===== src/rtl/spu_pkg.sv =====
package spu_pkg;

    localparam int MOTION_FRAC_BITS_DEF = 16;
    localparam int QUAT_FRAC_BITS_DEF   = 30;

    localparam logic [31:0] PERIOD_RST  = 32'd42949673;
    localparam logic [30:0] GRAVITY_RST = 31'd642690;
    localparam logic [31:0] QW_RST      = 32'h4000_0000;

    localparam int ADDR_W = 3;
    typedef enum logic [ADDR_W-1:0] {
        REG_PERIOD  = 3'd0,
        REG_GRAVITY = 3'd1,
        REG_QW      = 3'd2,
        REG_QX      = 3'd3,
        REG_QY      = 3'd4,
        REG_QZ      = 3'd5
    } reg_idx_t;

    typedef enum logic [2:0] {
        ST_IDLE,
        ST_HALF,
        ST_ATT,
        ST_ROTP,
        ST_ACC,
        ST_VEL,
        ST_POS,
        ST_OUT
    } state_t;

    typedef struct packed {
        logic       load;
        logic       run;
        state_t     phase;
        logic [3:0] step;
        logic       emit;
    } cmd_t;

    function automatic logic signed [31:0] sat32(input logic signed [63:0] x);
        if (x > 64'sh7FFF_FFFF) return 32'sh7FFF_FFFF;
        if (x < -64'sh8000_0000) return -32'sh8000_0000;
        return x[31:0];
    endfunction

    function automatic logic signed [47:0] sat48(input logic signed [63:0] x);
        if (x > 64'sh7FFF_FFFF_FFFF) return 48'sh7FFF_FFFF_FFFF;
        if (x < -64'sh8000_0000_0000) return -48'sh8000_0000_0000;
        return x[47:0];
    endfunction

endpackage


===== src/rtl/spu_ctrl.sv =====
module spu_ctrl (
    input  logic        aclk,
    input  logic        aresetn,
    input  logic        s_fire,
    input  logic        m_fire,
    output logic        busy,
    output logic        out_valid,
    output spu_pkg::cmd_t cmd
);
    import spu_pkg::*;

    state_t     state_reg, state_next;
    logic [3:0] step_reg, step_next;
    logic [3:0] last;

    always_ff @(posedge aclk) begin
        if (!aresetn) begin
            state_reg <= ST_IDLE;
            step_reg  <= '0;
        end else begin
            state_reg <= state_next;
            step_reg  <= step_next;
        end
    end

    always_comb begin
        unique case (state_reg)
            ST_HALF: last = 4'd2;
            ST_ATT:  last = 4'd11;
            ST_ROTP: last = 4'd10;
            ST_ACC:  last = 4'd8;
            ST_VEL:  last = 4'd2;
            ST_POS:  last = 4'd2;
            default: last = 4'd0;
        endcase
    end

    always_comb begin
        state_next = state_reg;
        step_next  = step_reg;
        cmd.load   = 1'b0;
        cmd.run    = 1'b0;
        cmd.phase  = state_reg;
        cmd.step   = step_reg;
        cmd.emit   = 1'b0;
        unique case (state_reg)
            ST_IDLE: begin
                if (s_fire) begin
                    cmd.load   = 1'b1;
                    state_next = ST_HALF;
                    step_next  = '0;
                end
            end
            ST_OUT: begin
                if (m_fire) state_next = ST_IDLE;
            end
            default: begin
                cmd.run = 1'b1;
                if (step_reg == last) begin
                    step_next = '0;
                    unique case (state_reg)
                        ST_HALF: state_next = ST_ATT;
                        ST_ATT:  state_next = ST_ROTP;
                        ST_ROTP: state_next = ST_ACC;
                        ST_ACC:  state_next = ST_VEL;
                        ST_VEL:  state_next = ST_POS;
                        default: begin
                            state_next = ST_OUT;
                            cmd.emit   = 1'b1;
                        end
                    endcase
                end else begin
                    step_next = step_reg + 4'd1;
                end
            end
        endcase
    end

    assign busy      = (state_reg != ST_IDLE);
    assign out_valid = (state_reg == ST_OUT);

    a_out_after_pos: assert property (@(posedge aclk) disable iff (!aresetn)
        (state_reg == ST_POS && step_reg == 4'd2) |=> state_reg == ST_OUT)
        else $error("result not raised after position");
    a_no_load_busy: assert property (@(posedge aclk) disable iff (!aresetn)
        busy |-> !cmd.load) else $error("load while busy");
    a_out_holds: assert property (@(posedge aclk) disable iff (!aresetn)
        (out_valid && !m_fire) |=> out_valid) else $error("result dropped");
endmodule


===== config.mk =====
export PLATFORM = sky130hd
export DESIGN_NAME = spu_ctrl
export DESIGN_NICKNAME = d
export VERILOG_FILES = /design/src/rtl/spu_pkg.sv /design/src/rtl/spu_ctrl.sv
export SDC_FILE = /design/constraint.sdc
export NUM_CORES = 1
export LEC_CHECK = 0
export ABC_AREA = 0
export BUFFER_PORTS_ARGS = -buffer_cell sky130_fd_sc_hd__buf_2
export CAP_MARGIN = 20
export CORE_AREA = 2 2 39 41
export CTS_CLUSTER_SIZE = 40
export DETAILED_ROUTE_END_ITERATION = 8
export DIE_AREA = 0 0 41 43
export GPL_ROUTABILITY_DRIVEN = 1
export MAX_ROUTING_LAYER = met4
export PLACE_DENSITY = 0.77
export SLEW_MARGIN = 20
export SYNTH_ARGS = -nofsm -noshare
export SYNTH_HDL_FRONTEND = slang
export SYNTH_SLANG_ARGS = --single-unit

===== constraint.sdc =====
create_clock -name aclk -period 3.32 [get_ports aclk]
set_input_delay 0.332 -clock aclk [delete_from_list [all_inputs] [get_ports aclk]]
set_output_delay 0.332 -clock aclk [all_outputs]
set_load 0.005 [all_outputs]

* Yosys cells after proc, flatten, opt, wreduce, memory -nomap -nowiden
Index checks and enable logic that the tools add are counted.
** Word-level totals
- Word-level logic and storage cells :: 37
- Register bits after elaboration :: 7
- Output and inout bits :: 12
- Bits of input ports :: 4
** Operators by class
- Equality and inequality tests :: 10
- Reductions and logical operators :: 8
- Mux-type cells :: 15
- Add/subtract/negate cells :: 1
- Bitwise gates (word level) :: 1
** Operators by type and width (number)
- $pmux 4 s4 :: 1
- $pmux 3 s5 :: 1
- $eq 3x3->1 const B :: 4
- $mux 3 :: 3
- $mux 4 :: 2
- $pmux 4 s2 :: 1
- $eq 3x2->1 const B :: 2
- $mux 1 :: 6
- $pmux 3 s2 :: 1
- $reduce_bool 3->1 :: 2
- $reduce_or 5->1 :: 1
- $add 4x1->4 const B :: 1
- $eq 4x4->1 :: 1
- $ne 2x2->1 const B :: 2
- $eq 3x1->1 const B :: 1
- $logic_not 3->1 :: 1
- $reduce_and 3->1 :: 1
- $reduce_or 3->1 :: 1
- $reduce_and 2->1 :: 1
- $reduce_or 2->1 :: 1
- $not 1->1 :: 1

* Logic depth before layout (Yosys ltp)
Gate-level depths: netlist of the first run.
- Depth after elaboration :: 6
- Depth in mapped cells :: 8
- Gate-level depth less buffers :: 8

* Least setup slack after synthesis of the first run
OpenSTA, ideal clock, no wires.
- Path type :: reg2reg
- Start :: reg state_reg[0]
- End :: reg state_reg[2]
- Data arrival time :: 2.285 ns
- Slack :: 0.949 ns
- Path buffers :: 0
- Data required time :: 3.234 ns
- Clock period less this slack :: 2.371 ns
- Cell stages (with the launch flop) :: 9
- Library setup time :: 0.086 ns
- Cells stage by stage :: dfxtp_1 inv_1 ha_1 nor3_2 a21oi_1 a211o_1 or3_4 or3_1 a221oi_2
** On the way
- Word-level cells in the longest chain between the ends :: 6
- Elaborated cells on any way between the ends :: 18
- Those cells by class :: eq/ne (10); mux (4); reduce/logical (4)
** RTL lines
- start, declared :: line spu_ctrl.sv:12 : state_t state_reg, state_next;
- start signal, assigned :: line spu_ctrl.sv:21 : state_reg <= state_next;
- $eq 3x3->1, or another cell as far along :: line spu_ctrl.sv:27, spu_ctrl.sv:61
- $reduce_or 3->1 (no source line)
- $pmux 4 s4 :: line spu_ctrl.sv:27 : unique case (state_reg)
- $eq 4x4->1 :: line spu_ctrl.sv:59 : if (step_reg == last) begin
- $reduce_bool 3->1 (no source line)
- $reduce_and 3->1 (no source line)
Parallel ways exist; a longest one is shown, timed or not. The select of a mux whose other input is x is not followed.
A chain may end at the register's enable or synchronous reset.

==> metrics.log, run 1 <==
INFO  metric status = finished, final reports clean
INFO  metric drt_pass1_iterations = 4
INFO  metric final_hold_viol_count = 0
INFO  metric share_of_yosys_cell_area_claimed_by_the_top_area_cell_type = 23.2%
INFO  metric synth.avg_cell_area = 7.94 sq um
INFO  metric die_area = 1760 sq um
INFO  metric synthMostInstantiatedCell = nand2_1
INFO  metric vdd.ir_drop.worst = 0.378 mV
INFO  metric synth-warning-count = 0
INFO  metric worst_slew_margin_relative_to_its_limit = 66.1%
INFO  metric number_of_storage_elements_in_the_synthesis_netlist = 7
INFO  metric worst_slew_pin_slew = 0.503 ns
INFO  metric gr-usage-met2 = 29.7%
INFO  metric fp.coreArea = 1380 sq um
INFO  metric io_buffer_count = 15
INFO  metric dieWidth = 41 microns
INFO  metric dp.cells = 106
INFO  metric hp-class = in -> reg
INFO  metric pre_cts_setup_slack = 0.806 ns
INFO  metric hold_buffers = 0
INFO  metric cts_max_path_buffers = 2
INFO  metric insertedDiodeCount = 0
INFO  metric synth.yosys.seq_area_share = 23.2%
INFO  metric critPathLaunchType = register
INFO  metric finalCoreUtilization = 51.5%
INFO  metric globalRoute.totalOverflow = 0
INFO  metric cts_tree = built
INFO  metric grt_use_total = 18.6%
INFO  metric total_leakage_power = 0.364 nW
INFO  metric grt_util_met3 = 4.71%
INFO  metric post_route_setup_slack = 0.626 ns
INFO  metric first_global_vias = 537
INFO  metric cts_inserted_buffers = 3
INFO  metric ys_types = 32
INFO  metric grt_antenna_before_repair = 0
INFO  metric slew_viol_final = 0
INFO  metric crit_path_max_incr_delay = 0.44 ns
INFO  metric setup_violations = 0
INFO  metric syn_area = 603 sq um
INFO  metric crit_family = simple AND/OR/NAND/NOR gates
INFO  metric std_cell_rows = 14
INFO  metric worst_setup_path_end_kind = output pin
INFO  metric cts.sinks = 7
INFO  metric maximum_number_of_pins_on_one_net_before_global_route_repair = 12
INFO  metric post-cts-setup-buffer-count = 0
INFO  metric detail-route-antenna-nets = 0
INFO  metric cts-resized-gates = 0
INFO  metric place.gp.congestion = 0.772
INFO  metric synth_fp_nets = 85
INFO  metric detailroute.via_count = 638
INFO  metric critPathMaxFanout = 8
INFO  metric critPathRequiredTime = 2.99 ns
INFO  metric initial_drc_count = 13
INFO  metric wirelength = 1.42 mm
INFO  metric worst-endpoint-arrival = 2.36 ns
INFO  metric final_min_period_over_clock_period = 81.1%
INFO  metric dp_hpwl = 1.07 mm
INFO  metric worst_path_buffer_plus_inverter_count = 2
INFO  metric clk_transition_reported_paths = 0.06 ns
INFO  metric rrSetupSlack = 0.79 ns
INFO  metric critPathKind = reg -> out
INFO  metric num_io_pins = 16
INFO  metric root_buffer = clkbuf_4
INFO  metric start_util = 43.6%
INFO  metric power_density = 843 nW/um^2
INFO  metric rsz0062_at_grt = no
INFO  metric setup-tns-final = 0 ns
INFO  metric synth_commonest_cells = nand2_1, nor2_1, dfxtp_1
INFO  metric post_route_cells_drive_above_1_share = 26.6%
INFO  metric global_route.peak_usage_layer = met2
INFO  metric htreeDepth = 1
INFO  metric asyncSetResetFlopFracSynth = 0%
INFO  metric drv_cap = 0
INFO  metric synth_enable_flop_cells = 0
INFO  metric grt_first_pass_wirelength = 2.13 mm
INFO  metric synthCells = 76
INFO  metric post-route-drc-count = 0
INFO  metric flip_flop_count_of_the_largest_register_after_layout = 4
INFO  metric flow.area_growth_from_synthesis = 18.3%
INFO  metric slowest_stage = dfxtp_1
INFO  metric route.detailed.vias_per_inst = 5.80
INFO  metric routed_wire_length_per_instance = 12.9 microns
INFO  metric synth_top_flop_cell = dfxtp_1
INFO  metric synth.area.top_cells = dfxtp_1, ha_1, nand2_1
INFO  metric clk_latency = 0.26 ns
INFO  metric number_of_nets_in_the_layout = 104
INFO  metric max_freq = 0.371 GHz
INFO  metric dieHeight = 43 microns
INFO  metric fin_cells = 110
INFO  metric grt_util_met1 = 19.6%
INFO  metric synthDominantAreaCellType = dfxtp_1
INFO  metric period_minus_slack = 2.69 ns
INFO  metric cp_cell_sequence = inv_1 -> ha_1 -> nor3_2 -> a21oi_1 -> a211o_1 -> or3_4 -> nor2_1 -> buf_2
INFO  metric clock_skew = 0.00309 ns
[cells in the final DEF, fill, tap and decap left out, types with 3 or more instances in the layout]
| master | n |
|---|---|
| buf_2 | 15 |
| nand2_1 | 9 |
| nor2_1 | 8 |
| dfxtp_1 | 7 |
| inv_1 | 5 |
| ha_1 | 5 |
| a21oi_1 | 4 |
| o22ai_1 | 3 |
| a211o_1 | 3 |
| nor2b_1 | 3 |
| clkbuf_4 | 3 |
[power breakdown]
group / internal [W] / switching, W
logic: 0.000182 / 0.000200
clock network: 0.0000463 / 0.0000379
registers: 0.000102 / 0.0000326
[layer usage]
| metal | share of wire [%] | vias up | routed length (microns) |
|---|---|---|---|
| met4 | 2.0 | 0 | 28 |
| met1 | 44 | 291 | 624 |
| li1 | - | 321 | - |
| met3 | 5.1 | 5 | 72 |
| met2 | 49 | 21 | 694 |
| met5 | 0 | - | 0 |
[through the flow]
step	power, W	area [sq um]	hold slack, ns
2_1_floorplan	0.000419	603	0.421
3_3_place_gp	0.000505	687	0.506
3_5_place_dp	0.000514	687	0.509
6_report	0.000601	713	0.263
5_1_grt	0.000661	713	0.267
4_1_cts	0.000601	713	0.260
[path summary, 6_finish.rpt]
check / startpoint / to / cells past startpoint
max: state_reg[0] / cmd[0] / 8
min: m_fire / state_reg[2] / 2
max reg2reg: state_reg[0] / state_reg[2] / 8
min reg2reg: step_reg[2] / step_reg[2] / 2
[cells by family after synthesis]
group                      share of synthesized area (%)
and+or+nand+nor                                     30.7
adders and majority gates                           10.4
AOI/OAI and AO/OA                                   29.0
buffers and inverters                               4.98
muxes                                               1.66
DFF                                                 23.2
[final cells by class]
type | count | area, sq um
Sequential cell | 7 | 140
Tap cell | 16 | 20.0
Timing Repair Buffer | 15 | 75.1
Multi-Input combinational cell | 63 | 433
Fill cell | 136 | 671
Clock buffer | 4 | 26.3
Inverter | 5 | 18.8
Note: power is estimated with default switching activity, not from simulation.
==> inputs of run 2 (changes only) <==
--- a/config.mk
+++ b/config.mk
@@ -5,7 +5,7 @@
 export SDC_FILE = /design/constraint.sdc
 export NUM_CORES = 1
 export LEC_CHECK = 0
-export ABC_AREA = 0
+export ABC_AREA = 1
 export BUFFER_PORTS_ARGS = -buffer_cell sky130_fd_sc_hd__buf_2
 export CAP_MARGIN = 20
 export CORE_AREA = 2 2 39 41
@@ -14,7 +14,7 @@
 export DIE_AREA = 0 0 41 43
 export GPL_ROUTABILITY_DRIVEN = 1
 export MAX_ROUTING_LAYER = met4
-export PLACE_DENSITY = 0.77
+export PLACE_DENSITY = 0.75
 export SLEW_MARGIN = 20
 export SYNTH_ARGS = -nofsm -noshare
 export SYNTH_HDL_FRONTEND = slang
==> constraint.sdc (replaced) <==
create_clock -name aclk -period 2.4 [get_ports aclk]
set_input_delay 0.24 -clock aclk [delete_from_list [all_inputs] [get_ports aclk]]
set_output_delay 0.24 -clock aclk [all_outputs]
set_load 0.005 [all_outputs]
==> metrics.log, run 2 <==
INFO  metric status = finished, final reports clean
INFO  metric total_leakage_power = 0.365 nW
INFO  metric power_density = 1450 nW/um^2
INFO  metric num_io_pins = 16
INFO  metric final_hold_viol_count = 0
INFO  metric asyncSetResetFlopFracSynth = 0%
INFO  metric mostFrequentLayoutCell = nand2_1
INFO  metric cellInternalPower = 0.000464 W
INFO  metric clk_latency = 0.24 ns
INFO  metric clock_skew = 0.00198 ns
INFO  metric critPathKind = reg -> out
INFO  metric synth-warning-count = 0
INFO  metric initial_drc_count = 9
INFO  metric number_of_storage_elements_in_the_synthesis_netlist = 7
INFO  metric p_sw = 0.000491 W
INFO  metric detailroute.via_count = 564
INFO  metric clockPowerShare = 10.5%
INFO  metric wirelength = 1.12 mm
INFO  metric number_of_nets_in_the_layout = 114
INFO  metric synthMostInstantiatedCell = nand2_1
INFO  metric drt_pass1_iterations = 5
INFO  metric cts.sinks = 7
INFO  metric critPathMaxFanout = 7
INFO  metric route.detailed.vias_per_inst = 4.70
INFO  metric rsz0062_at_grt = no
INFO  metric power_switching_share = 51.4%
INFO  metric power.share.sequential = 21.6%
INFO  metric flip_flop_count_of_the_largest_register_after_layout = 4
INFO  metric critPathRequiredTime = 2.16 ns
INFO  metric pre_cts_setup_slack = 0.530 ns
INFO  metric worst_slew_pin_slew = 0.396 ns
INFO  metric flow.area_growth_from_synthesis = 22.5%
INFO  metric globalRoute.totalOverflow = 0
INFO  metric cts_inserted_buffers = 3
INFO  metric ys_types = 15
INFO  metric std_cell_rows = 14
INFO  metric dp_hpwl = 936 microns
INFO  metric synth_fp_nets = 94
INFO  metric share_comb_of_total_power = 67.9%
INFO  metric die_area = 1760 sq um
INFO  metric dieWidth = 41 microns
INFO  metric post_route_setup_slack = 0.285 ns
INFO  metric fp.coreArea = 1380 sq um
INFO  metric syn_area = 539 sq um
INFO  metric insertedDiodeCount = 0
INFO  metric vdd.ir_drop.worst = 0.753 mV
INFO  metric grt_use_total = 15.8%
INFO  metric synth_top_flop_cell = dfxtp_1
INFO  metric dieHeight = 43 microns
INFO  metric maximum_number_of_pins_on_one_net_before_global_route_repair = 8
INFO  metric worst-endpoint-arrival = 1.87 ns
INFO  metric drv_cap = 0
INFO  metric whs = 0.248 ns
INFO  metric final_min_period_over_clock_period = 88.1%
INFO  metric synth.avg_cell_area = 6.34 sq um
INFO  metric detail-route-antenna-nets = 0
INFO  metric worst_setup_path_end_kind = output pin
INFO  metric overall_power_of_the_completed_layout = 0.000955 W
INFO  metric critPathLaunchType = register
INFO  metric cts_tree = built
INFO  metric hp-class = in -> reg
INFO  metric clk_transition_reported_paths = 0.05 ns
INFO  metric root_buffer = clkbuf_4
INFO  metric grt_first_pass_wirelength = 1.86 mm
INFO  metric setup-tns-final = 0 ns
INFO  metric post-route-drc-count = 0
INFO  metric max_freq = 0.473 GHz
INFO  metric post-cts-setup-buffer-count = 0
INFO  metric cts-resized-gates = 0
INFO  metric share_of_yosys_cell_area_claimed_by_the_top_area_cell_type = 26.0%
INFO  metric worst_slew_margin_relative_to_its_limit = 73.5%
INFO  metric synth.yosys.seq_area_share = 26.0%
INFO  metric synthDominantAreaCellType = dfxtp_1
INFO  metric most-common-layout-cells = nand2_1, buf_2, inv_1, nand3_1, a21oi_1
INFO  metric synthCells = 85
INFO  metric start_util = 39.0%
INFO  metric place.gp.congestion = 0.779
INFO  metric htreeDepth = 1
INFO  metric first_global_vias = 479
INFO  metric slew_viol_final = 0
INFO  metric post_route_cells_drive_above_1_share = 23.1%
INFO  metric io_buffer_count = 15
INFO  metric setup_violations = 0
INFO  metric grt_antenna_before_repair = 0
INFO  metric period_minus_slack = 2.11 ns
INFO  metric synth_enable_flop_cells = 0
INFO  metric synth.area.top_cells = dfxtp_1, nand2_1, ha_1
INFO  metric synth_commonest_cells = nand2_1, inv_1, nand3_1
INFO  metric hold_buffers = 0
INFO  metric routed_wire_length_per_instance = 9.36 microns
INFO  metric cts_max_path_buffers = 2
[run 2: layout make-up]
| cell class | instances | area, sq um |
|---|---|---|
| clock buffer | 4 | 26.3 |
| fill | 158 | 723 |
| multi-input combinational | 65 | 350 |
| timing repair buffer | 15 | 75.1 |
| tap | 16 | 20.0 |
| sequential | 7 | 140 |
| inverter | 13 | 48.8 |
[run 2: cell families after synthesis]
| kind of cell | Yosys count | synth area share, % |
|---|---|---|
| buffers and inverters | 13 | 9.05 |
| AO/OA/AOI/OAI | 13 | 13.7 |
| adder cells (fa/ha/maj) | 5 | 11.6 |
| XOR/XNOR | 2 | 3.25 |
| AND/OR/NAND/NOR | 45 | 36.4 |
| flip-flops | 7 | 26.0 |
[run 2: worst paths after layout]
check | to | slack, ns | cells after the start | from
max | cmd[0] | 0.29 | 10 | state_reg[0]
min | step_reg[0] | 0.25 | 3 | aresetn
max reg2reg | state_reg[1] | 0.64 | 11 | state_reg[0]
min reg2reg | step_reg[3] | 0.51 | 2 | step_reg[3]
[run 2: critical path, stage by stage (launching register included)]
cell and delay, ns:
dfxtp_1 0.42, inv_1 0.09, ha_1 0.27, o21ai_2 0.17, nand2_1 0.09, nand2_1 0.06
nand2_1 0.05, nand2_1 0.07, nand2_2 0.09, nor4_1 0.17, buf_2 0.15
[run 2: metal layers]
metal / part of all wire (%) / track usage [%] / vias up
li1: - / - / 314
met1: 46 / 20.5 / 244
met2: 52 / 23.4 / 6
met3: 2.5 / 3.14 / 0
met4: 0 / 6.00 / 0
met5: 0 / - / -
[run 2: per-stage QoR]
step	instances	util, %	area, sq um
4_1_cts	120	47.7	661
3_3_place_gp	116	45.8	634
3_5_place_dp	116	45.8	634
5_1_grt	120	47.7	661
2_1_floorplan	85	-	539
6_report	120	47.7	661
[run 2: power by group through the flow]
| stage | registers, W | clock network (W) | logic [W] |
|---|---|---|---|
| after floorplan | 0.000203 | 0 | 0.000477 |
| after global placement | 0.000206 | 0 | 0.000651 |
| after detailed placement | 0.000209 | 0 | 0.000655 |
| after CTS | 0.000206 | 0.000104 | 0.000657 |
| after global routing | 0.000216 | 0.000117 | 0.000766 |
| final | 0.000206 | 0.000101 | 0.000648 |
==> inputs of run 3 (changes only) <==
--- a/config.mk
+++ b/config.mk
@@ -5,16 +5,15 @@
 export SDC_FILE = /design/constraint.sdc
 export NUM_CORES = 1
 export LEC_CHECK = 0
-export ABC_AREA = 1
 export BUFFER_PORTS_ARGS = -buffer_cell sky130_fd_sc_hd__buf_2
 export CAP_MARGIN = 20
-export CORE_AREA = 2 2 39 41
+export CORE_MARGIN = 2
+export CORE_UTILIZATION = 45
 export CTS_CLUSTER_SIZE = 40
 export DETAILED_ROUTE_END_ITERATION = 8
-export DIE_AREA = 0 0 41 43
 export GPL_ROUTABILITY_DRIVEN = 1
 export MAX_ROUTING_LAYER = met4
-export PLACE_DENSITY = 0.75
+export PLACE_DENSITY = 0.8
 export SLEW_MARGIN = 20
 export SYNTH_ARGS = -nofsm -noshare
 export SYNTH_HDL_FRONTEND = slang
==> metrics.log, run 3 (same netlist as run 1, synthesis figures left out) <==
INFO  metric drv_cap = 0
INFO  metric grt_first_pass_wirelength = 2.27 mm
INFO  metric start_util = 47.5%
INFO  metric post_route_cells_drive_above_1_share = 40.2%
INFO  metric root_buffer = clkbuf_4
INFO  metric cts_inserted_buffers = 3
INFO  metric worst_slew_margin_relative_to_its_limit = 77.4%
INFO  metric post-route-drc-count = 0
INFO  metric critPathRequiredTime = 2.16 ns
INFO  metric worst_slew_pin_slew = 0.337 ns
INFO  metric status = finished, final reports clean
INFO  metric max_freq = 0.432 GHz
INFO  metric clock_skew = 0.0112 ns
INFO  metric detail-route-antenna-nets = 0
INFO  metric flip_flop_count_of_the_largest_register_after_layout = 4
INFO  metric hp-class = in -> reg
INFO  metric number_of_nets_in_the_layout = 112
INFO  metric globalRoute.totalOverflow = 0
INFO  metric grt_antenna_before_repair = 0
INFO  metric drt_pass1_iterations = 4
INFO  metric cts_max_path_buffers = 2
INFO  metric total_leakage_power = 0.405 nW
INFO  metric htreeDepth = 1
INFO  metric insertedDiodeCount = 0
INFO  metric maximum_number_of_pins_on_one_net_before_global_route_repair = 8
INFO  metric post-route-cell-area = 823 sq um
INFO  metric most-common-layout-cells = buf_2, nand2_1, buf_4
INFO  metric cts_tree = built
INFO  metric clk_latency = 0.26 ns
INFO  metric num_io_pins = 16
INFO  metric clk_transition_reported_paths = 0.06 ns
INFO  metric flow.area_growth_from_synthesis = 36.5%
INFO  metric mostFrequentLayoutCell = buf_2
INFO  metric slew_viol_final = 0
INFO  metric hold_buffers = 0
INFO  metric place.gp.congestion = 0.771
INFO  metric dieWidth = 40.6 microns
INFO  metric worst_setup_path_end_kind = output pin
INFO  metric route.detailed.vias_per_inst = 5.50
INFO  metric power_density = 1180 nW/um^2
INFO  metric critPathLaunchType = register
INFO  metric routed_wire_length_per_instance = 12.8 microns
INFO  metric io_buffer_count = 15
INFO  metric vdd.ir_drop.worst = 0.795 mV
INFO  metric post-cts-setup-buffer-count = 0
INFO  metric setup_violations = 0
INFO  metric cell_area_after_placement = 746 sq um
INFO  metric initial_drc_count = 14
INFO  metric cts.sinks = 7
INFO  metric period_minus_slack = 2.31 ns
INFO  metric fp.coreArea = 1270 sq um
INFO  metric critPathKind = reg -> out
INFO  metric die_area = 1650 sq um
INFO  metric critPathMaxFanout = 7
INFO  metric final_min_period_over_clock_period = 96.4%
INFO  metric rsz0062_at_grt = no
INFO  metric final_hold_viol_count = 0
INFO  metric whs = 0.170 ns
INFO  metric first_global_vias = 515
INFO  metric std_cell_rows = 13
INFO  metric grt_use_total = 22.6%
INFO  metric detailroute.via_count = 644
INFO  metric overall_power_of_the_completed_layout = 0.000971 W
INFO  metric worst-endpoint-arrival = 2.07 ns
INFO  metric dp_hpwl = 1.17 mm
INFO  metric dieHeight = 40.6 microns
INFO  metric wirelength = 1.50 mm
run 3: final timing paths:
check             depth (start not counted)  slack, ns    startpoint            to
setup / recovery                          7       0.09  state_reg[2]        cmd[0]
hold / removal                            2       0.17        m_fire  state_reg[2]
setup reg to reg                          7       0.14  state_reg[2]  state_reg[2]
hold reg to reg                           2       0.53   step_reg[2]   step_reg[2]
run 3: layout make-up:
cell class,count,area (sq um)
sequential,7,148
clock buffer,4,26.3
multi-input combinational,63,474
inverter,5,21.3
tap,15,18.8
timing repair buffer,23,135
fill,115,445
run 3: repair_timing:
item	4_1_cts	5_1_grt
setup endpoints to repair	2	2
gates resized for setup	8	8
hold endpoints to repair	0	0
pin swaps	2	7
run 3: where the power goes:
part | switching [W] | internal [W]
Sequential | 0.0000532 | 0.000149
Combinational | 0.000323 | 0.000334
Clock | 0.0000491 | 0.0000638
Total | 0.000425 | 0.000547
run 3: critical path: stages (launching register included):
cell,delay (ns)
dfxtp_1,0.39
buf_4,0.19
nor2b_1,0.14
a211o_1,0.29
a21o_1,0.20
or3_4,0.39
nor2_4,0.10
buf_2,0.11
run 3: metal layers:
metal / vias to the layer above / track usage (%) / wire length, microns
li1: 337 / - / -
met1: 283 / 26.3 / 725
met2: 21 / 34.5 / 669
met3: 3 / 8.15 / 83
met4: 0 / 10.0 / 17
met5: - / - / 0
run 3: metrics by stage:
step           setup slack, ns  util (%)  setup TNS (ns)  instances
3_3_place_gp            0.0272      58.8               0        113
3_5_place_dp           -0.0733      58.8         -0.0733        113
2_1_floorplan           0.0290         -               0         76
4_1_cts                 0.0131      63.7               0        117
6_report                0.0868      64.9               0        117
5_1_grt                0.00467      64.9               0        117
